===== src/design/gray16_to_gray8_minmax_stretch_core_defines.svh =====
`ifndef GRAY16_TO_GRAY8_MINMAX_STRETCH_CORE_DEFINES_SVH
`define GRAY16_TO_GRAY8_MINMAX_STRETCH_CORE_DEFINES_SVH

// property that holds at every edge out of reset
`define GMMS_ASSERT(lbl, prop, msg) \
  lbl: assert property (@(posedge clk_i) disable iff (!rst_ni) (prop)) else $error(msg);

// implication into the next cycle
`define GMMS_ASSERT_NEXT(lbl, ante, cons, msg) \
  lbl: assert property (@(posedge clk_i) disable iff (!rst_ni) (ante) |=> (cons)) else $error(msg);

`endif


===== src/design/gmms_pkg.sv =====
package gmms_pkg;

  localparam int unsigned MAX_PIXELS_DEF = 65536;
  localparam int unsigned MAX_WIDTH_DEF  = 4096;

  localparam int unsigned CFG_AW = 5;
  localparam int unsigned CFG_DW = 32;

  localparam logic [12:0] FRAME_WIDTH_RST = 13'd640;
  localparam logic [15:0] MIN_RST         = 16'hFFFF;
  localparam logic [7:0]  LEVEL_FULL      = 8'd255;

  localparam int unsigned NUM_W     = 24;
  localparam int unsigned DIV_STEPS = NUM_W;
  localparam int unsigned Q_DEPTH   = 2;

  typedef enum logic [2:0] {
    REG_FRAME_WIDTH,
    REG_AREA_LEFT,
    REG_AREA_TOP,
    REG_AREA_WIDTH,
    REG_AREA_HEIGHT,
    REG_USE_GIVEN,
    REG_GIVEN_RANGE,
    REG_BG_LEVEL
  } reg_idx_e;

  typedef enum logic {
    OP_LOAD    = 1'b0,
    OP_REQUEST = 1'b1
  } op_e;

  typedef struct packed {
    logic        operation;
    logic [15:0] pixel_in;
    logic        frame_end;
  } in_item_t;

  typedef struct packed {
    logic [7:0] pixel_out;
    logic       last_out;
  } out_item_t;

  typedef struct packed {
    logic [12:0] frame_width;
    logic [11:0] area_left;
    logic [15:0] area_top;
    logic [12:0] area_width;
    logic [16:0] area_height;
    logic        use_given_range;
    logic [31:0] given_range;
    logic [7:0]  bg_level;
  } cfg_t;

  typedef struct packed {
    logic        need_div;
    logic [7:0]  px;
    logic [15:0] v;
    logic [15:0] mn;
    logic [15:0] mx;
    logic        last;
  } work_t;

  typedef enum logic [1:0] {
    FE_IDLE,
    FE_POS,
    FE_READ
  } fe_state_e;

  typedef enum logic [1:0] {
    BE_IDLE,
    BE_MUL,
    BE_DIV,
    BE_OUT
  } be_state_e;

endpackage


===== src/design/gmms_back.sv =====
`include "gray16_to_gray8_minmax_stretch_core_defines.svh"

module gmms_back (
  input  logic                clk_i,
  input  logic                rst_ni,
  input  logic                wk_valid_i,
  input  gmms_pkg::work_t     wk_i,
  output logic                wk_pop_o,
  input  logic                pop,
  output logic                empty,
  output gmms_pkg::out_item_t out_item_o
);

  localparam int unsigned SW = $clog2(gmms_pkg::DIV_STEPS);

  gmms_pkg::be_state_e state_q, state_d;
  gmms_pkg::work_t     work_q, work_d;

  logic [gmms_pkg::NUM_W-1:0] nq_q, nq_d;
  logic [15:0]   dm_q, dm_d, rem_q, rem_d;
  logic          neg_q, neg_d;
  logic [SW-1:0] cnt_q, cnt_d;
  logic [7:0]    res_q, res_d;
  logic          out_valid_q, out_valid_d, out_load;
  gmms_pkg::out_item_t out_q;

  logic signed [16:0] diff, den;
  logic signed [24:0] diff_x, num;
  logic [16:0]        rem_sh;
  logic               ge;
  logic [gmms_pkg::NUM_W-1:0] nq_n;

  assign diff   = $signed({1'b0, work_q.v}) - $signed({1'b0, work_q.mn});
  assign den    = $signed({1'b0, work_q.mx}) - $signed({1'b0, work_q.mn});
  assign diff_x = {{8{diff[16]}}, diff};
  assign num    = (diff_x <<< 8) - diff_x;

  assign rem_sh = {rem_q, nq_q[gmms_pkg::NUM_W-1]};
  assign ge     = (rem_sh >= {1'b0, dm_q});
  assign nq_n   = {nq_q[gmms_pkg::NUM_W-2:0], ge};

  assign out_load = (state_q == gmms_pkg::BE_OUT) && (!out_valid_q || pop);

  always_comb begin
    state_d  = state_q;
    work_d   = work_q;
    nq_d     = nq_q;
    dm_d     = dm_q;
    rem_d    = rem_q;
    neg_d    = neg_q;
    cnt_d    = cnt_q;
    res_d    = res_q;
    wk_pop_o = 1'b0;
    case (state_q)
      gmms_pkg::BE_IDLE: begin
        if (wk_valid_i) begin
          wk_pop_o = 1'b1;
          work_d   = wk_i;
          res_d    = wk_i.px;
          state_d  = wk_i.need_div ? gmms_pkg::BE_MUL : gmms_pkg::BE_OUT;
        end
      end
      gmms_pkg::BE_MUL: begin
        nq_d    = num[24] ? gmms_pkg::NUM_W'(-num) : num[gmms_pkg::NUM_W-1:0];
        dm_d    = den[16] ? 16'(-den) : den[15:0];
        neg_d   = num[24] ^ den[16];
        rem_d   = '0;
        cnt_d   = '0;
        state_d = gmms_pkg::BE_DIV;
      end
      gmms_pkg::BE_DIV: begin
        rem_d = ge ? 16'(rem_sh - {1'b0, dm_q}) : rem_sh[15:0];
        nq_d  = nq_n;
        cnt_d = cnt_q + 1'b1;
        if (32'(cnt_q) == gmms_pkg::DIV_STEPS - 1) begin
          res_d   = neg_q ? 8'(-nq_n[7:0]) : nq_n[7:0];
          state_d = gmms_pkg::BE_OUT;
        end
      end
      gmms_pkg::BE_OUT: begin
        if (out_load) state_d = gmms_pkg::BE_IDLE;
      end
      default: state_d = gmms_pkg::BE_IDLE;
    endcase
  end

  always_comb begin
    out_valid_d = out_valid_q;
    if (out_load) begin
      out_valid_d = 1'b1;
    end else if (pop) begin
      out_valid_d = 1'b0;
    end
  end

  assign empty      = !out_valid_q;
  assign out_item_o = out_q;

  always_ff @(posedge clk_i) begin
    work_q <= work_d;
    nq_q   <= nq_d;
    dm_q   <= dm_d;
    rem_q  <= rem_d;
    neg_q  <= neg_d;
    res_q  <= res_d;
    if (out_load) begin
      out_q.pixel_out <= res_q;
      out_q.last_out  <= work_q.last;
    end
  end

  always_ff @(posedge clk_i or negedge rst_ni) begin
    if (!rst_ni) begin
      state_q     <= gmms_pkg::BE_IDLE;
      cnt_q       <= '0;
      out_valid_q <= 1'b0;
    end else begin
      state_q     <= state_d;
      cnt_q       <= cnt_d;
      out_valid_q <= out_valid_d;
    end
  end

  `GMMS_ASSERT(a_den_nonzero, (state_q != gmms_pkg::BE_MUL) || (work_q.mx != work_q.mn), "zero divisor")
  `GMMS_ASSERT(a_step_range, (state_q != gmms_pkg::BE_DIV) || (32'(cnt_q) < gmms_pkg::DIV_STEPS), "step overrun")
  `GMMS_ASSERT_NEXT(a_out_loaded, out_load, out_valid_q, "result lost")

endmodule


===== config.mk =====
export PLATFORM = sky130hd
export DESIGN_NAME = gmms_back
export DESIGN_NICKNAME = d
export VERILOG_FILES = /design/src/design/gmms_pkg.sv /design/src/design/gmms_back.sv
export VERILOG_INCLUDE_DIRS = /design/src /design/src/design
export SDC_FILE = /design/constraint.sdc
export NUM_CORES = 1
export LEC_CHECK = 0
export BUFFER_PORTS_ARGS = -buffer_cell sky130_fd_sc_hd__buf_2
export CAP_MARGIN = 15
export CORE_UTILIZATION = 59
export CTS_CLUSTER_DIAMETER = 80
export DETAILED_ROUTE_END_ITERATION = 7
export HOLD_SLACK_MARGIN = 0.02
export PLACE_DENSITY = 0.88
export RECOVER_POWER = 25
export SYNTH_ARGS = -nofsm -noshare
export SYNTH_HDL_FRONTEND = slang
export SYNTH_SLANG_ARGS = --single-unit

===== constraint.sdc =====
create_clock -name clk_i -period 10.9 [get_ports clk_i]
set_input_delay 1.09 -clock clk_i [delete_from_list [all_inputs] [get_ports clk_i]]
set_output_delay 1.09 -clock clk_i [all_outputs]
set_load 0.01 [all_outputs]

---- Word-level counts from Yosys, hierarchy flattened ----
Index checks and enable logic that the tools add are counted.
storage, ports and cells
  input bits .............................. 62
  bits in registers ....................... 131
  logic and storage cells ................. 60
  output and inout bits ................... 11
operators by class
  multiplexer cells ....................... 19
  $add $sub $neg .......................... 8
  magnitude comparators ................... 1
  equal/unequal tests ..................... 7
  bitwise gates (word level) .............. 1
  reduce and logical (&&, ||, !) cells .... 10
operators with widths
  kind                 number
  $pmux 24 s2          1
  $sub 16x16->17       2
  $mux 16              2
  $pmux 16 s2          1
  $sub 25x17->25       1
  $mux 24              1
  $mux 8               3
  $neg 24->24          1
  $ge 17x16->1         1
  $neg 16->16          1
  $pmux 8 s2           1
  $sub 16x16->16       1
  $pmux 5 s2           1
  $mux 2               4
  $neg 8->8            1
  $pmux 2 s4           1
  $ne 2x2->1 const B   3
  $reduce_and 3->1     2
  $reduce_bool 2->1    3
  $add 5x1->5 const B  1
  $eq 5x5->1 const B   1
  $eq 2x2->1 const B   2
  $mux 1               4
  $eq 2x1->1 const B   1
  other kinds (6)      6

---- Longest topological paths before layout ----
Gate-level depths: netlist of run 1.
  depth after elaboration ................. 5
  mapped depth ............................ 25
  gate-level depth less buffers ........... 23

---- Worst setup path after synthesis of run 1 ----
OpenSTA, ideal clock, no wires.
  kind .................................... register -> register
  start ................................... register work_q[18] in the netlist's numbering
  end ..................................... register nq_q[23] in the netlist's numbering (data pin)
  required time ........................... 10.643 ns
  arrival ................................. 4.708 ns
  path slack .............................. 5.935 ns
  library setup time ...................... 0.257 ns
  buffers on the path ..................... 0
  period minus slack after synthesis ...... 4.965 ns
  cell stages (with the launch flop) ...... 22
  cells stage by stage .................... edfxtp_1 inv_1 ha_1 nor2b_1 o2111ai_1 a31oi_1 a41oi_1 xnor2_1 inv_1 ha_1 a21o_1 a21oi_1 o21bai_1 nor2_1 a21oi_1 a221o_1 a211o_1 nand4_1 and4bb_2 o211ai_1 or4_1 o2111a_1
between the ends
  word-level cells in the longest chain between the ends .. 5
ends and longest elaborated chain
  item                    line              RTL
  start, declared         gmms_back.sv:17   gmms_pkg::work_t work_q, work_d;
  start signal, assigned  gmms_back.sv:100  work_q <= work_d;
  $sub 16x16->17 (*)      gmms_back.sv:33   assign diff = $signed({1'b0, work_q.v}) - $signed({1'b0, work_q.mn});
  $sub 25x17->25 (*)      gmms_back.sv:36   assign num = (diff_x <<< 8) - diff_x;
  $neg 24->24             gmms_back.sv:64   nq_d = num[24] ? gmms_pkg::NUM_W'(-num) : num[gmms_pkg::NUM_W-1:0];
  $mux 24 (*)             gmms_back.sv:64
  $pmux 24 s2 (*)         gmms_back.sv:54   case (state_q)
  via nq_d, one bit       gmms_back.sv:19   logic [gmms_pkg::NUM_W-1:0] nq_q, nq_d;
  end signal, assigned    gmms_back.sv:101  nq_q <= nq_d;
  end, declared           gmms_back.sv:19
Mark *: on every way through the listed nets, which the timed path passes. The rest lies on a longest branch.
A chain may end at the register's enable or synchronous reset.

---- Worst setup path after layout of run 1 ----
  start ................................... register work_q[33] in the netlist's numbering
  end ..................................... register nq_q[23] in the netlist's numbering (data pin)
The elaborated chain is that of the path after synthesis.

==> results summary, run 1 <==
CTS built an H-tree with a depth of 4. The clock period could shrink to 5633 ps. Setup repair after global routing left no endpoint under its margin.

Of the total synthesized cell area, the portion taken by AND, OR, NAND and NOR gates is between 15 and 20%. After layout, the worst path uses between 50% and 60% of the clock period. The number of nets in the finished design is roughly 1200. CTS placed an instance of sky130_fd_sc_hd__clkbuf_16 at the clock tree root. Once detail routing completed, the nets flagged for antenna violations numbered 0.

TritonCTS built the clock tree. The mean cell area of the mapped netlist came out at slightly below 10 µm². The post-synthesis compound-gate area fraction is 16.64%. The share of synthesized flip-flops with an asynchronous set or reset is 6.107%. The number of slew-limit violations in the final report is 0. The wire length of the first global-routing pass is 32550 µm. The final clock skew came out at between 10 and 15 ps.

The tightest slew margin relative to the limit came out at 25.54%. Static timing analysis puts the maximum clock frequency at approximately 180 MHz. The synthesis-stage register bit count came out at 131.

The remaining design rule violation count came out at 0. The top flip-flop cell by instance count after synthesis is sky130_fd_sc_hd__edfxtp_1. The critical-path maximum fanout came out at 5. The aggregate global routing overflow came out at 0.

The TritonCTS sink count came out at 131. The port buffer count came out at 72. Relative to the synthesized area, the layout overhead comes to 12.80%. Of the total synthesized cell area, the portion taken by XOR and XNOR cells is 7.828%. The share of synthesized area spent on multiplexers came out at 2.200%. The adder and majority cell fraction of the synthesized area came out at about 10%. After synthesis, the largest family of logic cells by area is compound AO/OA/AOI/OAI gates. The number of placed I/O pins is 73. The arrival time at the worst endpoint came out at ~5800 ps. The region available for standard cell placement spans between 15000 and 20000 µm². The global routing usage summed across all routing layers came out at between 20% and 30%. The clock insertion delay at the later pin of the skew report is 430 ps. The via-per-instance ratio came out at 5.948. STA puts the critical path data required time at 11070 ps. The cell count after placement is 1227. Cells fill 68.53% of the core in the end. The total nets after synthesis came out at ~1100. The max-capacitance violation count came out at 0. The initial DRC count came out at 523.

The post-cts hold buffer count came out at 0. The final setup violation count is 0. The largest total area in the synthesized netlist belongs to sky130_fd_sc_hd__edfxtp_1. The overall die width came out at 127.3 µm.

The flow ran to the end, and the final reports show no timing, DRC or antenna violations. The count of cells in the finished layout, fillers not included, comes to 1259. The weighted congestion at the end of routability-driven global placement came out at 0.9210. The maximum number of pins on one net before global-route repair is 63. The number of flops mapped to enable cells by yosys came out at 123. The number of antenna cells inserted came out at 0.

The estimated wirelength of the detail-placed design came out at between 10000 and 15000 µm. The synthesized netlist occupies a cell area of 9270 µm². The via total after detailed routing is 7489.

The worst setup path is launched from a flop. The slew at the pin closest to its max-slew limit is 1117 ps. The total CTS buffers is 17. The largest buffer count on any clock path is 2.

Before antenna repair, the detailed router went through 5 iterations. Clock-pin slew was measured on the worst setup and hold paths at 60 ps. The number of buffers added for setup after CTS came out at 0.

The min-delay analysis places its worst path in the category flop to flop. The fraction of final layout cells with drive strength greater than 1 came out at 12.50%. The critical setup path kind is flop to flop.

The floorplan step set the die height to 127.3 µm. Yosys printed 0 warnings. The count of instances resized after the clock tree is built came out at 0. Summed over its instances, the top area cell type makes up between 30% and 40% of the synthesized netlist area. The number of distinct standard cells referenced by the synthesized netlist came out at between 70 and 80. The total wire length is 20050 µm. Yosys attributes the largest share of cell area to sky130_fd_sc_hd__edfxtp_1 (40%), sky130_fd_sc_hd__ha_1 (9.4%), sky130_fd_sc_hd__xnor2_1 (5.5%). The floorplan row count came out at 45. The initial antenna violation count is 0. The sequential-to-total area share from yosys stat came out at a little over two fifths. The accumulated negative setup slack is 0 ps. The least setup slack across all paths after layout is 5267 ps. For this configuration, the core starts out at a cell density of 60.75%. The count of final hold-check violations is 0. The worst setup timing slack at the placement stage is about 5400 ps. The area of the die is roughly 16000 µm².

Counting every instance in the synthesized netlist gives 964. The number of global-route vias before repair is 7037. The category of the worst setup path capture point is a flop.

The layout has 1118 filler cells. The routed length per placed instance came out at 15.93 µm.
==> layout by cell type, fill, tap and decap left out, types with 18 or more instances in the layout <==
| master | n |
|---|---|
| sky130_fd_sc_hd__nand2_1 | 67 |
| sky130_fd_sc_hd__a21oi_1 | 57 |
| sky130_fd_sc_hd__nor3_1 | 35 |
| sky130_fd_sc_hd__o21ai_0 | 50 |
| sky130_fd_sc_hd__edfxtp_1 | 123 |
| sky130_fd_sc_hd__xor2_1 | 23 |
| sky130_fd_sc_hd__nand3_1 | 29 |
| sky130_fd_sc_hd__nor2_1 | 83 |
| sky130_fd_sc_hd__ha_1 | 69 |
| sky130_fd_sc_hd__a21o_1 | 18 |
| sky130_fd_sc_hd__xnor2_1 | 58 |
| sky130_fd_sc_hd__inv_1 | 89 |
| sky130_fd_sc_hd__buf_2 | 69 |
==> path summary, 6_finish.rpt <==
kind	from	to	slack, ps	cells past startpoint
worst max-delay path	work_q[33]$_DFFE_PP_	nq_q[23]$_DFFE_PP_	5270	19
worst min-delay path	res_q[4]$_DFFE_PP_	out_item_o[5]$_DFFE_PP_	420	0
worst max register to register	work_q[33]$_DFFE_PP_	nq_q[23]$_DFFE_PP_	5270	19
worst min register to register	res_q[4]$_DFFE_PP_	out_item_o[5]$_DFFE_PP_	420	0
max in group asynchronous	rst_ni	cnt_q[4]$_DFFE_PN0P_	9980	1
min in group asynchronous	rst_ni	state_q[0]$_DFFE_PN0P_	600	1
==> cell usage after synthesis (all sizes together) (9+ instances only) <==
cell type and instances:
inv 92, o21ai 60, or3 12, nor2 84, a21oi 58, xnor2 58
edfxtp 123, nand3 29, mux2i 17, xor2 24, nor2b 15, nor3 37
a211oi 11, a21o 18, nand4 14, o21a 10, ha 70, clkbuf 18
nand2b 9, nand2 67, a31oi 10
==> sequential cells by signal (all words and copies together), names as in the netlist <==
signal / flops
work_q: 49
nq_q: 24
dm_q: 16
rem_q: 16
out_item_o: 9
res_q: 8
cnt_q: 5
state_q: 2
neg_q: 1
out_valid_q: 1
==> stage by stage <==
stage / hold slack (ps) / instance area, µm²
2_1_floorplan: 400.3 / 9270
3_3_place_gp: 401.2 / 9836
3_5_place_dp: 404.5 / 9836
4_1_cts: 417.6 / 10450
5_1_grt: 419.0 / 10460
6_report: 417.2 / 10460
==> worst max-delay path: stages (launching register included) <==
cell                        delay (ps)
sky130_fd_sc_hd__edfxtp_1          380
sky130_fd_sc_hd__inv_1             110
sky130_fd_sc_hd__ha_1              170
sky130_fd_sc_hd__inv_1              60
sky130_fd_sc_hd__fa_1              400
sky130_fd_sc_hd__a21o_1            250
sky130_fd_sc_hd__a221oi_4          360
sky130_fd_sc_hd__o21ai_0           150
sky130_fd_sc_hd__xor2_1            310
sky130_fd_sc_hd__inv_1              90
sky130_fd_sc_hd__ha_1              390
sky130_fd_sc_hd__nand4_1           160
sky130_fd_sc_hd__o41ai_1           420
sky130_fd_sc_hd__o2111ai_1         280
sky130_fd_sc_hd__a31oi_1           240
sky130_fd_sc_hd__a31oi_1           190
sky130_fd_sc_hd__and3_1            230
sky130_fd_sc_hd__a2111oi_0         790
sky130_fd_sc_hd__o2111ai_1         220
sky130_fd_sc_hd__o2111a_1          200
==> cell families (layout without fill, tap and decap cells) <==
logic type | count (synthesis) | after routing
compound gates | 233 | 233
flops | 131 | 131
fa+ha+maj | 73 | 73
xor+xnor | 82 | 82
mux | 20 | 20
buf+inv | 116 | 200
simple gates | 309 | 309
==> metal layers <==
metal	vias to the layer above	global-route usage, %	routed length, µm
met1	3476	32.10	8751
met2	312	43.46	9612
li1	3663	-	-
met4	0	10.43	464
met5	-	0	0
met3	38	4.816	1224
==> cell type report <==
type	count	area [µm²]	share of cell area (%)
Inverter	92	345.3	3.303
Clock buffer	18	429.2	4.104
Sequential cell	131	3894	37.24
Tap cell	211	264.0	2.525
Clock inverter	13	182.7	1.747
Timing Repair Buffer	77	399.1	3.817
Multi-Input combinational cell	717	4942	47.27
Power of run 1 is left out: the tool's default activity adds up to more than one toggle a clock period on the data nets, which glitch-free logic cannot reach.
==> run 2: changes to the inputs <==
==> constraint.sdc (replaced) <==
create_clock -name clk_i -period 5.7 [get_ports clk_i]
set_input_delay 0.57 -clock clk_i [delete_from_list [all_inputs] [get_ports clk_i]]
set_output_delay 0.57 -clock clk_i [all_outputs]
set_load 0.01 [all_outputs]
==> run 2 against run 1 <==
Compared with the run above:
- highest routed layer unchanged
- clock skew decreased by 1.4 ps
- non-clock buffer count increased by 6
- design area increased by 0.42%
- sequential share of layout area decreased by 0.16 points
- via count decreased by 1.3%
- critical path depth increased by 1
==> results summary, run 2 (synthesis gave the netlist of run 1 again) <==
The library cell used as clock root buffer is sky130_fd_sc_hd__clkbuf_16 (unchanged). The reg-to-reg endpoint is nq_q[23]$_DFFE_PP_ (unchanged). The via-per-instance ratio is 5.838 (was 5.948).

The area added between synthesis and finish is 13.27% (was 12.80%). The global routing usage summed across all routing layers is 25.79% (was 25.55%). The critical-path maximum fanout came out at 5 (unchanged). The effective utilization at floorplan is 60.75% (unchanged). The number of global-route vias before repair came out at 6957 (was 7037).

The cell count after placement is 1231 (was 1227). The number of flip-flops in the largest register is 49 (unchanged). The aggregate global routing overflow came to 0 (unchanged).

The estimated wirelength of the detail-placed design is 14660 µm (was 14330 µm). The largest register by flop count was work_q (unchanged). The post-detailed-route count of antenna-violating nets came out at 0 (unchanged). The source of the worst hold timing path was wk_i[43] (was res_q[4]$_DFFE_PP_). The maximum clock frequency is 182.5 MHz (was 177.5 MHz). The port buffer count is 72 (unchanged). The startpoint kind of the worst setup timing path was a flop (unchanged). The number of slew-limit violations in the final report came to 0 (unchanged). The minimum clock period is 5479 ps (was 5633 ps).

The critical setup path kind is flop to flop (unchanged). The number of nets in the finished design came out at 1177 (was 1171). The weighted congestion at the end of routability-driven global placement is 0.9014 (was 0.9210).

The required time of the critical path came to 5870 ps (was 11070 ps). The end of the worst hold path was work_q[43]$_DFFE_PP_ (was out_item_o[5]$_DFFE_PP_). The fraction of final layout cells with drive strength greater than 1 is 13.55% (was 12.50%). The floorplan row count was 45 (unchanged). The number of fill cells is 1119 (was 1118). The number of antenna cells inserted came to 0 (unchanged).

The max-capacitance violation count is 0 (unchanged). The instance count along the most critical hold path is 1 (was 0). The TritonCTS sink count is 131 (unchanged). The wire length of the first global-routing pass came out at 32820 µm (was 32550 µm).

The via total after detailed routing came out at 7391 (was 7489). The accumulated negative setup slack is 0 ps (unchanged). The post-route clock period utilization is 96.13% (was 51.67%). The critical register-to-register path startpoint is work_q[33]$_DFFE_PP_ (unchanged). The area of the die is 16220 µm² (unchanged). The number of optimization iterations in the first detailed-route pass came out at 5 (unchanged). The number of placed I/O pins is 73 (unchanged).

The clock insertion delay at the later pin of the skew report is 430 ps (about the same). The largest buffer count on any clock path is 2 (unchanged). Most frequent cells in the layout: sky130_fd_sc_hd__edfxtp_1 (123), sky130_fd_sc_hd__inv_1 (89), sky130_fd_sc_hd__nor2_1 (83) (unchanged).

The maximum number of pins on one net before global-route repair came to 63 (unchanged). The total CTS buffers is 17 (unchanged). The remaining design rule violation count is 0 (unchanged). The post-layout instance area is 10500 µm² (was 10460 µm²).

The post-place instance area is 9866 µm² (was 9836 µm²). Result of the run: completed (unchanged). The number of cell instances on the worst register-to-register path was 20 (was 19). The number of cells in the finished layout apart from fillers came to 1266 (was 1259). The arrival time at the worst endpoint is 5650 ps (was 5800 ps). The overall die width is 127.3 µm (unchanged). The routed length per placed instance is 15.75 µm (was 15.93 µm).

The initial antenna violation count is 0 (unchanged). The y dimension of the die is 127.3 µm (unchanged). The clock edge transition at the registers on the reported setup and hold paths is 60 ps (about the same). The final clock skew came out at 11.82 ps (was 13.23 ps). The total wire length is 19940 µm (was 20050 µm).

The count of final hold-check violations is 0 (unchanged). The final setup violation count came out at 0 (unchanged). The leading cell type in the layout, fill and taps excluded was sky130_fd_sc_hd__edfxtp_1 (unchanged).

The TritonCTS clock tree is yes (unchanged). The category of the worst setup path capture point is a flop (unchanged). The initial DRC count is 723 (was 523). The standard cell core area came to 15260 µm² (unchanged). The path class of the lowest-slack min-delay path is input port to flop (was flop to flop). Top flop regs: work_q x49, nq_q x24 (unchanged). The H-tree depth was 4 (unchanged). The tightest slew margin relative to the limit came out at 40.43% (was 25.54%). The slack of the worst reg-to-reg path came out at 220 ps (was 5270 ps).

The slew at the pin closest to its max-slew limit was 886.7 ps (was 1117 ps).
run 2: how the worst max path moves through the flow:
stage / startpoint / endpoint / slack, ps / cells past startpoint
after global routing: work_q[33]$_DFFE_PP_ / nq_q[23]$_DFFE_PP_ / -30 / 20
final: work_q[33]$_DFFE_PP_ / nq_q[23]$_DFFE_PP_ / 220 / 20
after global placement: work_q[18]$_DFFE_PP_ / nq_q[23]$_DFFE_PP_ / 380 / 21
after floorplan: work_q[18]$_DFFE_PP_ / nq_q[23]$_DFFE_PP_ / 740 / 21
after detailed placement: work_q[18]$_DFFE_PP_ / nq_q[23]$_DFFE_PP_ / 180 / 21
after CTS: work_q[18]$_DFFE_PP_ / nq_q[23]$_DFFE_PP_ / 150 / 21
run 2: timing repair:
item | 4_1_cts | 5_1_grt
hold buffers | 1 | 0
resized for setup | 0 | 8
endpoints found under the hold margin | 8 | 0
setup endpoints to repair | 0 | 22
setup buffers | 0 | 2
run 2: per-layer routing:
layer	vias to the layer above	share of wire, %	GRT usage [%]	routed length (µm)
met3	42	5.8	4.564	1148
met1	3373	45	33.62	8896
li1	3679	-	-	-
met5	-	0	0	0
met4	0	2.7	10.78	531
met2	297	47	42.56	9363
run 2: cell type report:
type / count / area [µm²] / area share (%)
clock inverters: 15 / 141.4 / 1.347
clock buffers: 17 / 425.4 / 4.051
flip-flops and latches: 131 / 3894 / 37.08
inverters: 92 / 345.3 / 3.289
well taps: 211 / 264.0 / 2.514
multi-input cells: 717 / 4991 / 47.53
repair buffers: 83 / 439.2 / 4.183
run 2: worst max-delay path, stage by stage (launching register included):
cell                       delay (ps)
sky130_fd_sc_hd__edfxtp_1         360
sky130_fd_sc_hd__inv_1             90
sky130_fd_sc_hd__ha_1             160
sky130_fd_sc_hd__inv_1             60
sky130_fd_sc_hd__fa_1             410
sky130_fd_sc_hd__a21o_1           250
sky130_fd_sc_hd__a221oi_4         340
sky130_fd_sc_hd__o21ai_0          170
sky130_fd_sc_hd__xor2_1           320
sky130_fd_sc_hd__inv_1            100
sky130_fd_sc_hd__ha_1             380
sky130_fd_sc_hd__nand4_1          160
sky130_fd_sc_hd__nor4_1           290
sky130_fd_sc_hd__a31oi_1          140
sky130_fd_sc_hd__xnor2_1          180
sky130_fd_sc_hd__or3_1            420
sky130_fd_sc_hd__or3_4            410
sky130_fd_sc_hd__nor3_2           120
sky130_fd_sc_hd__o211ai_1         190
sky130_fd_sc_hd__or4_1            540
sky130_fd_sc_hd__o2111a_1         140
run 2: stage by stage:
| step | utilization (%) | hold WS (ps) | setup slack, ps |
|---|---|---|---|
| final | 68.82 | 313.6 | 220.8 |
| after detailed placement | 64.66 | 404.5 | 182.9 |
| after CTS | 68.44 | 304.7 | 153.0 |
| after global placement | 64.66 | 401.4 | 384.2 |
| after floorplan | - | 274.4 | 735.4 |
| after global routing | 68.82 | 303.4 | -30.09 |
Power of run 2 is left out for the same reason.
