==> src/design/gray16_to_gray8_minmax_stretch_core_defines.svh <==
`ifndef GRAY16_TO_GRAY8_MINMAX_STRETCH_CORE_DEFINES_SVH
`define GRAY16_TO_GRAY8_MINMAX_STRETCH_CORE_DEFINES_SVH

// property that holds at every edge out of reset
`define GMMS_ASSERT(lbl, prop, msg) \
  lbl: assert property (@(posedge clk_i) disable iff (!rst_ni) (prop)) else $error(msg);

// implication into the next cycle
`define GMMS_ASSERT_NEXT(lbl, ante, cons, msg) \
  lbl: assert property (@(posedge clk_i) disable iff (!rst_ni) (ante) |=> (cons)) else $error(msg);

`endif

==> src/design/gmms_pkg.sv <==
package gmms_pkg;

  localparam int unsigned MAX_PIXELS_DEF = 65536;
  localparam int unsigned MAX_WIDTH_DEF  = 4096;

  localparam int unsigned CFG_AW = 5;
  localparam int unsigned CFG_DW = 32;

  localparam logic [12:0] FRAME_WIDTH_RST = 13'd640;
  localparam logic [15:0] MIN_RST         = 16'hFFFF;
  localparam logic [7:0]  LEVEL_FULL      = 8'd255;

  localparam int unsigned NUM_W     = 24;
  localparam int unsigned DIV_STEPS = NUM_W;
  localparam int unsigned Q_DEPTH   = 2;

  typedef enum logic [2:0] {
    REG_FRAME_WIDTH,
    REG_AREA_LEFT,
    REG_AREA_TOP,
    REG_AREA_WIDTH,
    REG_AREA_HEIGHT,
    REG_USE_GIVEN,
    REG_GIVEN_RANGE,
    REG_BG_LEVEL
  } reg_idx_e;

  typedef enum logic {
    OP_LOAD    = 1'b0,
    OP_REQUEST = 1'b1
  } op_e;

  typedef struct packed {
    logic        operation;
    logic [15:0] pixel_in;
    logic        frame_end;
  } in_item_t;

  typedef struct packed {
    logic [7:0] pixel_out;
    logic       last_out;
  } out_item_t;

  typedef struct packed {
    logic [12:0] frame_width;
    logic [11:0] area_left;
    logic [15:0] area_top;
    logic [12:0] area_width;
    logic [16:0] area_height;
    logic        use_given_range;
    logic [31:0] given_range;
    logic [7:0]  bg_level;
  } cfg_t;

  typedef struct packed {
    logic        need_div;
    logic [7:0]  px;
    logic [15:0] v;
    logic [15:0] mn;
    logic [15:0] mx;
    logic        last;
  } work_t;

  typedef enum logic [1:0] {
    FE_IDLE,
    FE_POS,
    FE_READ
  } fe_state_e;

  typedef enum logic [1:0] {
    BE_IDLE,
    BE_MUL,
    BE_DIV,
    BE_OUT
  } be_state_e;

endpackage

==> src/design/gmms_queue.sv <==
module gmms_queue (
  input  logic            clk_i,
  input  logic            rst_ni,
  input  logic            push_i,
  input  gmms_pkg::work_t data_i,
  output logic            room_o,
  input  logic            pop_i,
  output logic            valid_o,
  output gmms_pkg::work_t data_o
);

  localparam int unsigned PW = $clog2(gmms_pkg::Q_DEPTH);

  gmms_pkg::work_t entry_q [gmms_pkg::Q_DEPTH];
  logic [PW-1:0]   wr_q, rd_q;
  logic [PW:0]     cnt_q;
  logic            do_push, do_pop;

  assign room_o  = (32'(cnt_q) < gmms_pkg::Q_DEPTH);
  assign valid_o = (cnt_q != '0);
  assign data_o  = entry_q[rd_q];
  assign do_push = push_i && room_o;
  assign do_pop  = pop_i && valid_o;

  always_ff @(posedge clk_i) begin
    if (do_push) entry_q[wr_q] <= data_i;
  end

  always_ff @(posedge clk_i or negedge rst_ni) begin
    if (!rst_ni) begin
      wr_q  <= '0;
      rd_q  <= '0;
      cnt_q <= '0;
    end else begin
      if (do_push) wr_q <= wr_q + 1'b1;
      if (do_pop) rd_q <= rd_q + 1'b1;
      cnt_q <= cnt_q + (PW+1)'(do_push) - (PW+1)'(do_pop);
    end
  end

endmodule

==> config.mk <==
export PLATFORM = sky130hd
export DESIGN_NAME = gmms_queue
export DESIGN_NICKNAME = d
export VERILOG_FILES = /design/src/design/gray16_to_gray8_minmax_stretch_core_defines.svh /design/src/design/gmms_pkg.sv /design/src/design/gmms_queue.sv
export SDC_FILE = /design/constraint.sdc
export NUM_CORES = 1
export LEC_CHECK = 0
export ABC_AREA = 1
export BUFFER_PORTS_ARGS = -buffer_cell sky130_fd_sc_hd__buf_2
export CORE_AREA = 10 10 101 103
export DETAILED_ROUTE_END_ITERATION = 12
export DIE_AREA = 0 0 111 113
export HOLD_SLACK_MARGIN = 0.08
export PLACE_DENSITY = 0.86
export SYNTH_ARGS = -nofsm -noshare
export SYNTH_HDL_FRONTEND = slang
export SYNTH_SLANG_ARGS = --single-unit
==> constraint.sdc <==
create_clock -name clk_i -period 10.4 [get_ports clk_i]
set_clock_uncertainty 0.05 [all_clocks]
set_input_delay 1.04 -clock clk_i [delete_from_list [all_inputs] [get_ports clk_i]]
set_output_delay 1.04 -clock clk_i [all_outputs]
set_load 0.01 [all_outputs]
=== Yosys cells after proc, flatten, opt, wreduce, memory -nomap -nowiden ===
Memories as Yosys holds them, arrays and structs flattened.
Cells that the tools add are included.

* Add/subtract/negate cells: 4
* Magnitude comparators: 1
* Muxes and demuxes: 2
* Reduce and logical (&&, ||, !) cells: 3

{| class="wikitable"
|+ Operators with widths
! cell !! number
|-
| adder 1 bit, second input constant || 2
|-
| adder 2 x 1 -> 2 bit || 1
|-
| logical AND 1 bit || 2
|-
| less-than comparator 2 bit, second input constant || 1
|-
| two-way mux 1 bit || 2
|-
| nonzero test 2 bit || 1
|-
| subtractor 2 x 1 -> 2 bit || 1
|}

* Register bits after elaboration: 4
* Bits in writable memories: 116
* Input port bits: 62
* Output and inout port bits: 60
* Word-level logic and storage cells: 14
* Memories: 1

{| class="wikitable"
|+ Memories
! name !! words !! width !! read ports !! clocked after Yosys merged registers in !! wr ports !! line !! text
|-
| entry_q || 2 || 58 || 1 || 0 || 1 || gmms_queue.sv:14 || <nowiki>gmms_pkg::work_t entry_q [gmms_pkg::Q_DEPTH];</nowiki>
|}

=== Longest topological paths before layout ===
Gate-level depths: netlist of the first run.

* Word-level depth: 4
* Gate-level depth with buffers: 7
* Mapped depth without buffers: 7

=== Least setup slack after synthesis of the first run ===
Ideal clock, no wire load.

* Path type: in2reg
* From: input port push_i
* To: memory entry_q[0][0] (netlist bit) (enable)
* Library setup time: 0.474 ns
* Arrival: 3.593 ns
* Data required time: 9.876 ns
* Setup slack: 6.283 ns
* Stages on the path: 2
* Path through: nand2_1 > nor2_1

* Longest elaborated chain between the ends: 3

{| class="wikitable"
|+ Ends and longest elaborated chain
! what !! line !! text
|-
| start, declared || gmms_queue.sv:4 || <nowiki>input logic push_i,</nowiki>
|-
| logical AND 1 bit || gmms_queue.sv:22 || <nowiki>assign do_push = push_i && room_o;</nowiki>
|-
| two-way mux 1 bit || gmms_queue.sv:26 || <nowiki>if (do_push) entry_q[wr_q] <= data_i;</nowiki>
|-
| two-way mux 1 bit (implied by the code) || gmms_queue.sv:26 ||
|-
| end, declared || gmms_queue.sv:14 ||
|}

No other way between the ends.

==> flow_results.org, run 1 <==
** Outcome
- The flow ran to the end, and the final reports show no timing, DRC or antenna violations.

** Place
- Including well taps, the total number of placed cells is between 500 and 600.
- Input and output buffers added on the ports amount to 121.
- Half-perimeter wire length of the detailed placement result :: 6040 um
- Routability-driven placement finished with a final weighted congestion of approximately 0.76.

** Global route
- Largest net degree at the start of global routing :: 60
- Across every metal layer, demand over resource in global routing totals 0.145.
- Grt total ovfl :: 0
- The first global-routing pass estimated 14500 um of wire.
- The number of antenna violations at the first check in global routing came to 0.
- Vias in the first global route :: 2965

** Route
- The detailed router finished its first iteration with 141 violations.
- The detailed router put a total of 3580 um of wire on met1.
- Routed vias :: 2754
- Total routed wirelength :: about 9000 um
- In the routed layout, each cell is associated on average with a via count of 4.80.
- In the final routed layout, each cell accounts on average for 15.7 um.
- The highest layer touched by signal routing is met4.
- Met3 wire length :: 663 um
- The count of nets left with antenna violations once routing finished came out at 0.
- TritonRoute pass-1 iters :: 4
- Wire length on met2 :: about 4700 um
- In the routed design, unresolved DRC markers number 0.

** Synthesis
- Number of nets in the synthesized netlist :: ~400
- For this run, the number of Yosys warnings is 0.
- Per-instance average area after synthesis :: 13.6 sq um
- Register bit count reported by yosys :: 120
- Fraction of synthesized cell area taken by the top area cell type :: 0.784
- The largest total area in the synthesized netlist belongs to sky130_fd_sc_hd__edfxtp_1.
- Register area share after synthesis :: 0.807
- Post-Syn Instances :: 327
- Most area-consuming cells after synthesis :: sky130_fd_sc_hd__edfxtp_1 (78%), sky130_fd_sc_hd__nand2_1 (15%), sky130_fd_sc_hd__dfrtp_1 (2.3%), sky130_fd_sc_hd__buf_2 (0.79%), sky130_fd_sc_hd__buf_6 (0.76%)
- Post-synth design cell area :: between 4000 and 5000 sq um
- Number of unique standard cell types used by synthesis :: 15

** Flow run
- Number of max-cap violations :: 0

** STA
- Setup repair after global routing left no endpoint under its margin.
- Fraction of the cycle the final worst path needs :: 0.277
- At the pin with the least slew margin, the transition time is 754 ps.
- Highest clock frequency the design can meet :: 0.347 GHz
- In this run the tightest slew margin relative to its limit is 0.497.
- The final hold violation count came to 0.
- The number of slew-limit violations in the final report was 0.
- Setup TNS Final :: 0 ps
- The clock period could shrink to between 2000 and 3000 ps.
- Number of endpoints failing setup at the final stage :: 0

** Setup path
- The critical path contains buffers and inverters numbering 2 combined.
- Endpoint arrival time on the critical path :: 1790 ps
- Nature of the critical path endpoint :: primary output
- Delay contributed by the slowest stage of the critical path :: just over 500 ps
- The worst setup path is launched from a flip-flop.
- For this design, the slowest cell found on the critical path is sky130_fd_sc_hd__buf_4.
- The setup path with the least slack is of type reg -> out.
- For the worst setup path, the data required time is 9310 ps.
- Among cell families on the critical path, the largest total delay comes from buffers and inverters.
- Cells along the critical path :: buf_4 -> nand2_1 -> nand2_1 -> buf_2
- Largest fanout on the critical path :: 58
- Cell with the most instances on the worst path :: sky130_fd_sc_hd__nand2_1
- Startpoint of the most critical register-to-register path :: cnt_q[1]$_DFF_PN0_
- Tracing the worst setup path back leads to its startpoint at rd_q$_DFFE_PN0P_.

** CTS
- The clock drives 120 sinks.
- Clock-pin slew was measured on the worst setup and hold paths at 50 ps.
- For the worst-skew pair, the clock arrives at the later sink with an insertion delay of between 400 and 500 ps.
- TritonCTS clock tree :: done
- Buffers inserted to repair hold after CTS numbered 0.
- Clock H-tree levels :: 4
- Clock root buffer :: sky130_fd_sc_hd__clkbuf_8
- Post-CTS setup buffer count :: 0
- Resize count post-CTS :: 0
- Counting the buffers created by CTS gives 17.
- Bufs on Longest Clock Path :: 2

** Cells and area
- Area grow syn2layout :: 28.0%
- For this run, the post-layout net count is 520.
- The finished layout holds between 500 and 600 standard cells, fillers aside.
- Fillcell total :: 588
- Count of antenna diodes in the layout :: 0
- Fraction of layout cells with a size suffix above 1 :: 0.335

** Floorplanning
- The floorplan step set the die width to 111 um.
- The floorplan step set the die height to 113 um.
- After floorplanning, the core was sized to cover 8130 sq um.
- Top-level I/O count :: 122
- In this run the core area contains 33 standard-cell rows.
- Starting utilization of the core area :: 0.546
- Die Outline Area :: 12500 sq um

** Power
- PD cells :: around 300 nW/um^2
- Leakage power total :: 2.48 nW
- Max IR drop VDD :: between 0.15 and 0.2 mV
- Overall power consumption after layout is estimated at 1.70 mW.

** Min path
- The min-delay analysis places its worst path in the category in -> async.
logic make-up after synthesis:
kind of cell	Yosys count	synth area share
AO/OA/AOI/OAI	1	0.00197
flip-flops	120	0.807
adder cells (fa/ha/maj)	1	0.00282
buffers and inverters	18	0.0254
AND/OR/NAND/NOR	184	0.157
XOR/XNOR	3	0.00592
state kept, by name (all words and copies together) (netlist names):
signal and count:
rd_q 1, entry_q 116, cnt_q 2, wr_q 1
Yosys cell counts (all sizes together):
cell      n
xor2      3
nand4     1
nand3     1
dfrtp     4
o21ai     1
nor2      2
edfxtp  116
inv       5
buf      13
ha        1
nand2   179
or2       1
final cells by class:
type                    instances  area [sq um]  area share
repair buffers                124           628       0.111
multi-input cells             189           759       0.134
well taps                     105           131      0.0231
clock buffers                  20           425      0.0749
clock inverters                11           131      0.0231
flip-flops and latches        120          3580       0.631
inverters                       5          21.3     0.00374
power breakdown:
part / switching [mW] / leakage [nW] / internal [mW] / total [mW]
sequential: 0.0281 / 1.12 / 0.649 / 0.677
clock: 0.182 / 0.275 / 0.359 / 0.541
combinational: 0.324 / 1.08 / 0.156 / 0.480
total: 0.534 / 2.48 / 1.16 / 1.70
metal layers:
metal	up-vias	GRT usage
li1	1361	-
met1	1295	0.152
met2	92	0.249
met3	6	0.0703
met4	0	0.0521
met5	-	0
cells in the final DEF (no fill, tap or decap):
| cell type | count |
|---|---|
| sky130_fd_sc_hd__buf_4 | 3 |
| sky130_fd_sc_hd__o21ai_2 | 1 |
| sky130_fd_sc_hd__clkbuf_16 | 16 |
| sky130_fd_sc_hd__dfrtp_2 | 1 |
| sky130_fd_sc_hd__nand4_1 | 1 |
| sky130_fd_sc_hd__nand3_1 | 1 |
| sky130_fd_sc_hd__ha_1 | 1 |
| sky130_fd_sc_hd__clkbuf_8 | 1 |
| sky130_fd_sc_hd__edfxtp_1 | 116 |
| sky130_fd_sc_hd__inv_1 | 4 |
| sky130_fd_sc_hd__clkinvlp_4 | 1 |
| sky130_fd_sc_hd__nand2_1 | 179 |
| sky130_fd_sc_hd__or2_2 | 1 |
| sky130_fd_sc_hd__nor2_4 | 2 |
| sky130_fd_sc_hd__bufinv_16 | 3 |
| sky130_fd_sc_hd__clkbuf_1 | 3 |
| sky130_fd_sc_hd__buf_2 | 121 |
| sky130_fd_sc_hd__inv_4 | 1 |
| sky130_fd_sc_hd__clkinv_1 | 1 |
| sky130_fd_sc_hd__clkinv_2 | 6 |
| sky130_fd_sc_hd__xor2_1 | 3 |
| sky130_fd_sc_hd__dfrtp_1 | 3 |
per-stage QoR:
step / utilization / setup slack [ps] / instance area (sq um) / hold slack [ps]
6_report: 0.699 / 7520 / 5680 / 299
5_1_grt: 0.699 / 7380 / 5680 / 271
4_1_cts: 0.699 / 7490 / 5680 / 277
3_5_place_dp: 0.630 / 7490 / 5120 / 520
3_3_place_gp: 0.630 / 7530 / 5120 / 501
2_1_floorplan: - / 6280 / 4440 / 482
path summary, 6_finish.rpt:
check,slack [ps],end,cells after the start
worst min register to register,530,cnt_q[0]$_DFF_PN0_,1
max in group asynchronous,9860,rd_q$_DFFE_PN0P_,1
worst max register to register,8140,entry_q[1][35]$_DFFE_PP_,4
worst max-delay path,7520,data_o[36],4
worst min-delay path,300,wr_q$_DFFE_PN0P_,1
min in group clk_i,530,cnt_q[0]$_DFF_PN0_,1
Power figures use the tool's default switching activity.
==> run 2: changes to the inputs <==
- CORE_AREA: 10 10 101 103 -> 10 10 109 111
- DIE_AREA: 0 0 111 113 -> 0 0 119 121
- PLACE_DENSITY: 0.86 -> 0.78
- clock period: 10.4 -> 2.45 ns (I/O delays scaled with it)
==> run 2 against run 1 <==
- clock-buffer cell count shrank 1
- design area grew 11%
- non-clock buffer count grew 63
- register-to-register slack lost 7300 ps
- flip-flop and latch count is the same
- worst hold slack gained 120 ps
- clock power grew to 4.1 times the previous value
- worst setup slack lost 7300 ps
- wire length grew 16%
- sequential share of layout area shrank 6.5 points
- first-iteration DRC count grew 44%
==> flow_results.org, run 2 (synthesized netlist as in run 1, its figures left out) <==
** Outcome
- Result of the run :: finished, final reports clean

** STA
- Setup repair after global routing left no endpoint under its margin.
- Dividing the final minimum period by the clock period gives 0.897.
- The worst hold margin is 417 ps (+118 ps).
- Final Max Slew Viols :: 0 (unchanged)
- Worst-case headroom to the max-slew limit :: 0.706 (+0.209)
- The final worst setup slack was 253 ps (-7260 ps).
- Number of endpoints failing setup at the final stage :: 0 (unchanged)
- Setup TNS Final :: 0 ps (unchanged)
- Worst Tran Pin Value :: 441 ps (-313 ps)
- Counting I/O delays and the setup requirement, the final critical path takes about 2200 ps.
- The final hold violation count is 0 (unchanged).
- Highest clock frequency the design can meet :: ~0.46 GHz

** CTS
- Clock-pin transition on the worst setup and hold timing paths :: 50 ps (about the same)
- Clock root buffer :: sky130_fd_sc_hd__clkbuf_8
- The H-tree level count is 4 (unchanged).
- Clock buffers created by TritonCTS :: 17 (unchanged)
- The buffer count from post-CTS setup fixing is 0 (unchanged).
- The sink count of the clock tree is 120 (unchanged).
- The deepest clock path buffer count came to 2 (unchanged).
- Clock latency on the worst-skew pair :: 500 ps (about the same)
- TritonCTS clock tree :: done

** Floorplanning
- Standard cell core area :: 9640 sq um (+19%)
- Die H :: 121 um (+7.1%)
- The number of I/O pins was 122 (unchanged).
- The die outline area is 14400 sq um (+15%).
- Width of the die :: 119 um (+7.2%)
- Starting utilization of the core area :: 0.461 (-0.0852)
- The number of rows in the core area was 36 (+9.1%).

** Place
- The count of placed standard cells including taps was 572 (+5.3%).
- Placement Setup Slack :: 615 ps (-6880 ps)
- The final weighted congestion of routability-driven global placement was 0.689 (-9.3%).
- The final HPWL from detailed placement is 6290 um (+4.2%).
- The total of buffers placed on input and output ports was 121 (unchanged).

** Route
- Total routed wirelength :: 10500 um (+16%)
- The post-detailed-route DRC marker count is 0 (unchanged).
- The total number of vias is 3096 (+12%).
- DRT iter0 DRCs :: 203 (+44%)
- TritonRoute pass-1 iters :: 5 (+1)
- The number of antenna-violating nets in the routed design is 0 (unchanged).
- Via-to-Cell Ratio :: 4.67 (-2.7%)
- The routed length per placed instance was 15.8 um (+0.30%).

** Setup path
- Largest fanout on the critical path :: 32 (-45%)
- Nature of the critical path endpoint :: primary output
- Worst Path Class, Setup :: reg -> out
- The data required time of the critical path is 2150 ps (-7160 ps).
- Kind of start point of the critical path :: flip-flop
- Endpoint arrival time on the critical path :: 1900 ps (+110 ps)

** Global route
- The via count of the first global-routing pass came to 3479 (+17%).
- Grt total ovfl :: 0 (unchanged)
- Largest net degree at the start of global routing :: 60 (unchanged)
- Aggregate global-route resource usage :: 0.149 (+0.00426)
- The number of antenna violations at the first check in global routing is 0 (unchanged).
- The global-route wire length before repair came to 17000 um (+17%).

** Flow run
- Number of max-cap violations :: 0 (unchanged)

** Cells and area
- Area grow syn2layout :: 42.7%
- Fraction of layout cells with a size suffix above 1 :: 0.294 (-0.0404)
- Counting flops per register, the top entry is entry_q.
- FF+latch area :: 3590 sq um (about the same)
- The final-stage net count came to 583 (+12%).
- Number of flip-flops in the largest register :: 116 (unchanged)
- Leading cell types in the layout, fill and taps excluded :: sky130_fd_sc_hd__nand2_1 (179), sky130_fd_sc_hd__buf_2 (121), sky130_fd_sc_hd__edfxtp_1 (116), sky130_fd_sc_hd__dlygate4sd3_1 (62), sky130_fd_sc_hd__clkbuf_16 (16)
- Fillcell total :: 718 (+22%)
- Most common cell after layout, fill and taps aside :: sky130_fd_sc_hd__nand2_1
- Top flop regs :: entry_q x116, cnt_q x2
- Count of antenna diodes in the layout :: 0 (unchanged)
- The non-filler instance count after layout is 663 (+16%).
- The footprint of the multi-input gates was 759 sq um (unchanged).

** Power
- Leakage power total :: 2.72 nW (+9.6%)
- PD cells :: 1150 nW/um^2 (+280%)
- The largest voltage drop on the vdd net was 0.720 mV (+350%).

** Min path
- Type of the tightest min-delay check :: in -> reg
run 2: layout make-up:
type,instances,share of cell area
clock buffer,19,0.0666
tap,133,0.0263
sequential,120,0.566
multi-input combinational,189,0.120
inverter,5,0.00375
clock inverter,10,0.0170
timing repair buffer,187,0.200
run 2: power by group:
| part | leakage (nW) | total (mW) | switching, mW | internal, mW |
|---|---|---|---|---|
| clock network | 0.247 | 2.22 | 0.810 | 1.41 |
| registers | 1.12 | 2.94 | 0.189 | 2.76 |
| logic | 1.35 | 2.11 | 1.36 | 0.741 |
| total | 2.72 | 7.27 | 2.36 | 4.91 |
run 2: metal layers:
layer  vias to the layer above  global-route usage  share of wire
li1                       1489                   -              -
met2                       136               0.256           0.51
met5                         -                   0              0
met3                        21              0.0503          0.069
met4                         0              0.0740          0.020
met1                      1450               0.162           0.40
run 2: worst paths after layout:
| path | slack, ps | start | end | depth (start not counted) |
|---|---|---|---|---|
| setup / recovery | 250 | rd_q$_DFFE_PN0P_ | data_o[12] | 4 |
| hold / removal | 420 | data_i[18] | entry_q[0][18]$_DFFE_PP_ | 2 |
| setup reg to reg | 830 | cnt_q[1]$_DFF_PN0_ | entry_q[1][24]$_DFFE_PP_ | 4 |
| hold reg to reg | 550 | cnt_q[0]$_DFF_PN0_ | cnt_q[0]$_DFF_PN0_ | 1 |
| max in group asynchronous | 1530 | rst_ni | rd_q$_DFFE_PN0P_ | 3 |
| min in group asynchronous | 610 | rst_ni | cnt_q[0]$_DFF_PN0_ | 3 |
run 2: per-stage QoR:
step / utilization / total power [mW] / cell area [sq um]
final: 0.657 / 7.27 / 6330
after detailed placement: 0.537 / 5.04 / 5180
after global routing: 0.657 / 7.73 / 6330
after CTS: 0.657 / 7.35 / 6330
after global placement: 0.537 / 4.97 / 5180
after floorplan: - / 4.19 / 4450
run 2: worst max-delay path, cell delays in order (launching register included):
cell	delay [ps]
sky130_fd_sc_hd__dfrtp_4	620
sky130_fd_sc_hd__buf_4	400
sky130_fd_sc_hd__nand2_1	100
sky130_fd_sc_hd__nand2_1	110
sky130_fd_sc_hd__buf_2	150
run 2: timing repair:
item | CTS | global route
hold buffers | 62 | 0
hold endpoints to repair | 122 | 0
endpoints found under the setup margin | 0 | 43
gates resized for setup | 0 | 2
==> run 3: changes to the inputs <==
- ABC_AREA: 1 -> default
==> run 3 against run 2 <==
- maximum frequency increased by 1.1%
- worst hold slack improved by 4.9 ps
- non-clock buffer count unchanged
- wire length decreased by 11%
- via count decreased by 20%
- final cell count decreased by 18%
- clock power about the same
- critical path depth decreased by 1
- design area increased by 0.87%
- first-iteration DRC count decreased by 50%
- synthesized cell count decreased by 39%
==> flow_results.org, run 3 <==
** Outcome
- The run finished with clean final reports.

** Route
- Top layer used by detailed routing :: met4
- TritonRoute pass-1 iters :: 4 (-1)
- Final antenna-violating net count :: 0 (unchanged)
- The detailed-route wire length is 9320 um (-11%).
- The post-detailed-route DRC marker count came to 0 (unchanged).
- The number of DRC violations after detailed-routing iteration 0 is 102 (-50%).
- Wire length on met2 :: 5020 um (-5.9%)
- The length of routed wiring on met1 came to 3670 um (-13%).
- WL/cell :: 17.1 um (+8.3%)
- The met3 wirelength from detailed routing is 588 um (-19%).
- Via-to-Cell Ratio :: 4.55 (-2.6%)
- The total number of vias is 2478 (-20%).

** Global route
- Grt total ovfl :: 0 (unchanged)
- Aggregate global-route resource usage :: 0.133 (-0.0156)
- Antenna violations before repair :: 0 (unchanged)
- Largest net degree at the start of global routing :: 53 (-12%)
- Wire length of the first global-routing pass :: 15000 um (-11%)
- Vias in the first global route :: 2859 (-18%)

** STA
- The slew at the pin closest to its max-slew limit was 455 ps (+14.0 ps).
- Final critical path time including I/O delays and setup :: 2170 ps (-24.8 ps)
- The setup TNS after final layout came to 0 ps (unchanged).
- Worst-case headroom to the max-slew limit :: 0.696 (-0.0100)
- Setup repair after global routing left no endpoint under its margin.
- Final Max Slew Viols :: 0 (unchanged)
- Fraction of the cycle the final worst path needs :: 0.887 (-0.0101)
- The highest attainable clock frequency came to 0.460 GHz (+1.1%).
- Final count of hold timing violations :: 0 (unchanged)
- Number of endpoints failing setup at the final stage :: 0 (unchanged)

** Cells and area
- Final #Nets :: 463 (-21%)
- Largest register by flop count :: entry_q
- The non-filler instance count after layout came to 545 (-18%).
- Fillcell total :: 703 (-2.1%)
- The ratio of cells with drive above 1 in the final layout is 0.515 (+0.220).
- Leaving out fill and tap cells, the most frequent cell in the layout is sky130_fd_sc_hd__buf_2.
- Top flop regs :: entry_q x116, cnt_q x2
- Count of antenna diodes in the layout :: 0 (unchanged)
- Leading cell types in the layout, fill and taps excluded :: sky130_fd_sc_hd__buf_2 (121), sky130_fd_sc_hd__edfxtp_1 (116), sky130_fd_sc_hd__dlygate4sd3_1 (62), sky130_fd_sc_hd__mux2_2 (48), sky130_fd_sc_hd__clkbuf_16 (16)
- Number of flip-flops in the largest register :: 116 (unchanged)
- Area grow syn2layout :: 44.1%

** CTS
- TritonCTS built the clock tree.
- Clock H-tree levels :: 4 (unchanged)
- Clock root buffer :: sky130_fd_sc_hd__clkbuf_8
- The sink count of the clock tree came to 120 (unchanged).
- The number of buffers created by CTS is 17 (unchanged).
- Clock latency on the worst-skew pair :: 490 ps (about the same)
- The clock-pin transition on the worst setup and hold timing paths is 50 ps (about the same).
- The deepest clock path buffer count came to 2 (unchanged).
- The count of instances resized after the clock tree is built was 0 (unchanged).

** Synthesis
- Fraction of synthesized cell area taken by the top area cell type :: 0.786 (+0.00133)
- The distinct cell type count after synthesis came to 18 (+3).
- The number of flops mapped to enable cells by yosys was 116 (unchanged).
- The fraction of registers with async set/reset was 0.0333 (unchanged).
- Ranked by total cell area, the synthesized netlist is headed by sky130_fd_sc_hd__edfxtp_1 (79%), sky130_fd_sc_hd__mux2_2 (12%), sky130_fd_sc_hd__mux2_4 (3.4%), sky130_fd_sc_hd__dfrtp_1 (2.3%), sky130_fd_sc_hd__xnor2_1 (0.59%).
- Post-Syn Instances :: 201 (-39%)
- Summed over all instances, the cell type with the most area after synthesis is sky130_fd_sc_hd__edfxtp_1.
- Primary FF master, synth :: sky130_fd_sc_hd__edfxtp_1
- Number of nets in the synthesized netlist :: 264 (-32%)
- The Yosys warning count is 0 (unchanged).
- Post-synth design cell area :: 4430 sq um (-0.17%)
- Sorting the synthesized cells by how often they occur yields sky130_fd_sc_hd__edfxtp_1 (116), sky130_fd_sc_hd__mux2_2 (48), sky130_fd_sc_hd__mux2_4 (10), sky130_fd_sc_hd__buf_2 (4), sky130_fd_sc_hd__dfrtp_1 (4).
- Per-instance average area after synthesis :: 22.1 sq um (+62%)
- Register area share after synthesis :: 0.808 (+0.00137)
- Top-count cell post-synth :: sky130_fd_sc_hd__edfxtp_1
- The number of synthesized register bits was 120 (unchanged).

** Floorplanning
- The initial cell density of the core was 0.460 (-0.000779).
- Standard cell core area :: 9640 sq um (unchanged)
- Top-level I/O count :: 122 (unchanged)
- The number of rows in the core area was 36 (unchanged).
- Die Outline Area :: 14400 sq um (unchanged)
- Width of the die :: 119 um (unchanged)
- Die H :: 121 um (unchanged)

** Place
- The total of buffers placed on input and output ports is 121 (unchanged).
- Final weighted congestion in routability-driven placement :: 0.708 (+2.7%)
- Cells after DPL :: 452 (-21%)
- Half-perimeter wire length of the detailed placement result :: 6080 um (-3.4%)

** Setup path
- Worst Path Class, Setup :: reg -> out
- The worst setup path is launched from a flip-flop.
- The arrival time at the worst endpoint is 1880 ps (-20 ps).
- The data required time of the critical path came to 2150 ps (about the same).
- STA classifies the critical path endpoint as a primary output.
- The maximum fanout encountered on the critical timing path came to 52 (+63%).

** Power
- The largest voltage drop on the vdd net is 0.659 mV (-8.5%).
- Leakage power total :: 2.46 nW (-9.4%)
- PD cells :: 1110 nW/um^2 (-3.4%)

** Flow run
- Number of max-cap violations :: 0 (unchanged)

** Min path
- Type of the tightest min-delay check :: in -> reg
[run 3: changes by cell type in the layout (fill, tap and decap cells not counted), sizes merged, moves of 2 or more]
| cell | delta |
|---|---|
| xnor2 | +3 |
| inv | -4 |
| clkinv | +4 |
| clkinvlp | -2 |
| mux2 | +58 |
| nand2 | -177 |
| xor2 | -3 |
[run 3: what timing repair did]
action,CTS,global route
hold buffers,62,0
setup endpoints to repair,0,0
buffers inserted,0,0
endpoints found under the hold margin,122,0
[run 3: cell families (layout without fill, tap and decap cells)]
logic type,Yosys count,after routing,share of synthesized area
compound gates,3,3,0.00423
mux,58,58,0.156
simple gates,8,8,0.00904
buf+inv,8,219,0.0138
xor+xnor,3,3,0.00593
flops,120,120,0.808
fa+ha+maj,1,1,0.00282
[run 3: per-stage QoR]
stage	power [mW]	util	setup WS, ps	hold slack [ps]	cell area, sq um
final	7.09	0.663	277	422	6390
after CTS	7.20	0.663	234	389	6390
after detailed placement	4.89	0.543	757	19.6	5240
after global routing	7.45	0.663	182	404	6390
after global placement	4.85	0.543	781	23.7	5240
after floorplan	4.16	-	19.2	-101	4440
[run 3: power breakdown]
group          leakage [nW]  switching, mW  internal, mW
Combinational          1.09           1.00         0.998
Clock                 0.257          0.785          1.41
Sequential             1.12          0.137          2.75
[run 3: cell type report]
type                            instances  area, sq um  share of cell area
Timing Repair Buffer                  187         1310               0.204
Sequential cell                       120         3580               0.561
Inverter                                1         3.75            0.000587
Clock buffer                           19          422              0.0660
Multi-Input combinational cell         73          797               0.125
Clock inverter                         12          110              0.0172
Tap cell                              133          166              0.0260
[run 3: worst paths after layout]
| path | slack, ps | to | start | cells past startpoint |
|---|---|---|---|---|
| setup / recovery | 280 | data_o[47] | rd_q$_DFFE_PN0P_ | 3 |
| hold / removal | 420 | entry_q[1][35]$_DFFE_PP_ | data_i[35] | 2 |
| setup reg to reg | 780 | entry_q[0][13]$_DFFE_PP_ | cnt_q[1]$_DFF_PN0_ | 4 |
| hold reg to reg | 490 | wr_q$_DFFE_PN0P_ | wr_q$_DFFE_PN0P_ | 1 |
| max in group asynchronous | 1500 | rd_q$_DFFE_PN0P_ | rst_ni | 3 |
| min in group asynchronous | 630 | cnt_q[1]$_DFF_PN0_ | rst_ni | 3 |
[run 3: critical path: stages, from the launching register on]
cell	delay, ps
sky130_fd_sc_hd__dfrtp_2	490
sky130_fd_sc_hd__buf_12	320
sky130_fd_sc_hd__mux2_2	390
sky130_fd_sc_hd__buf_2	150
[run 3: routing by layer]
metal / global-route usage / vias to the layer above
li1: - / 1190
met1: 0.139 / 1206
met2: 0.236 / 78
met3: 0.0600 / 4
met4: 0.0435 / 0
met5: 0 / -
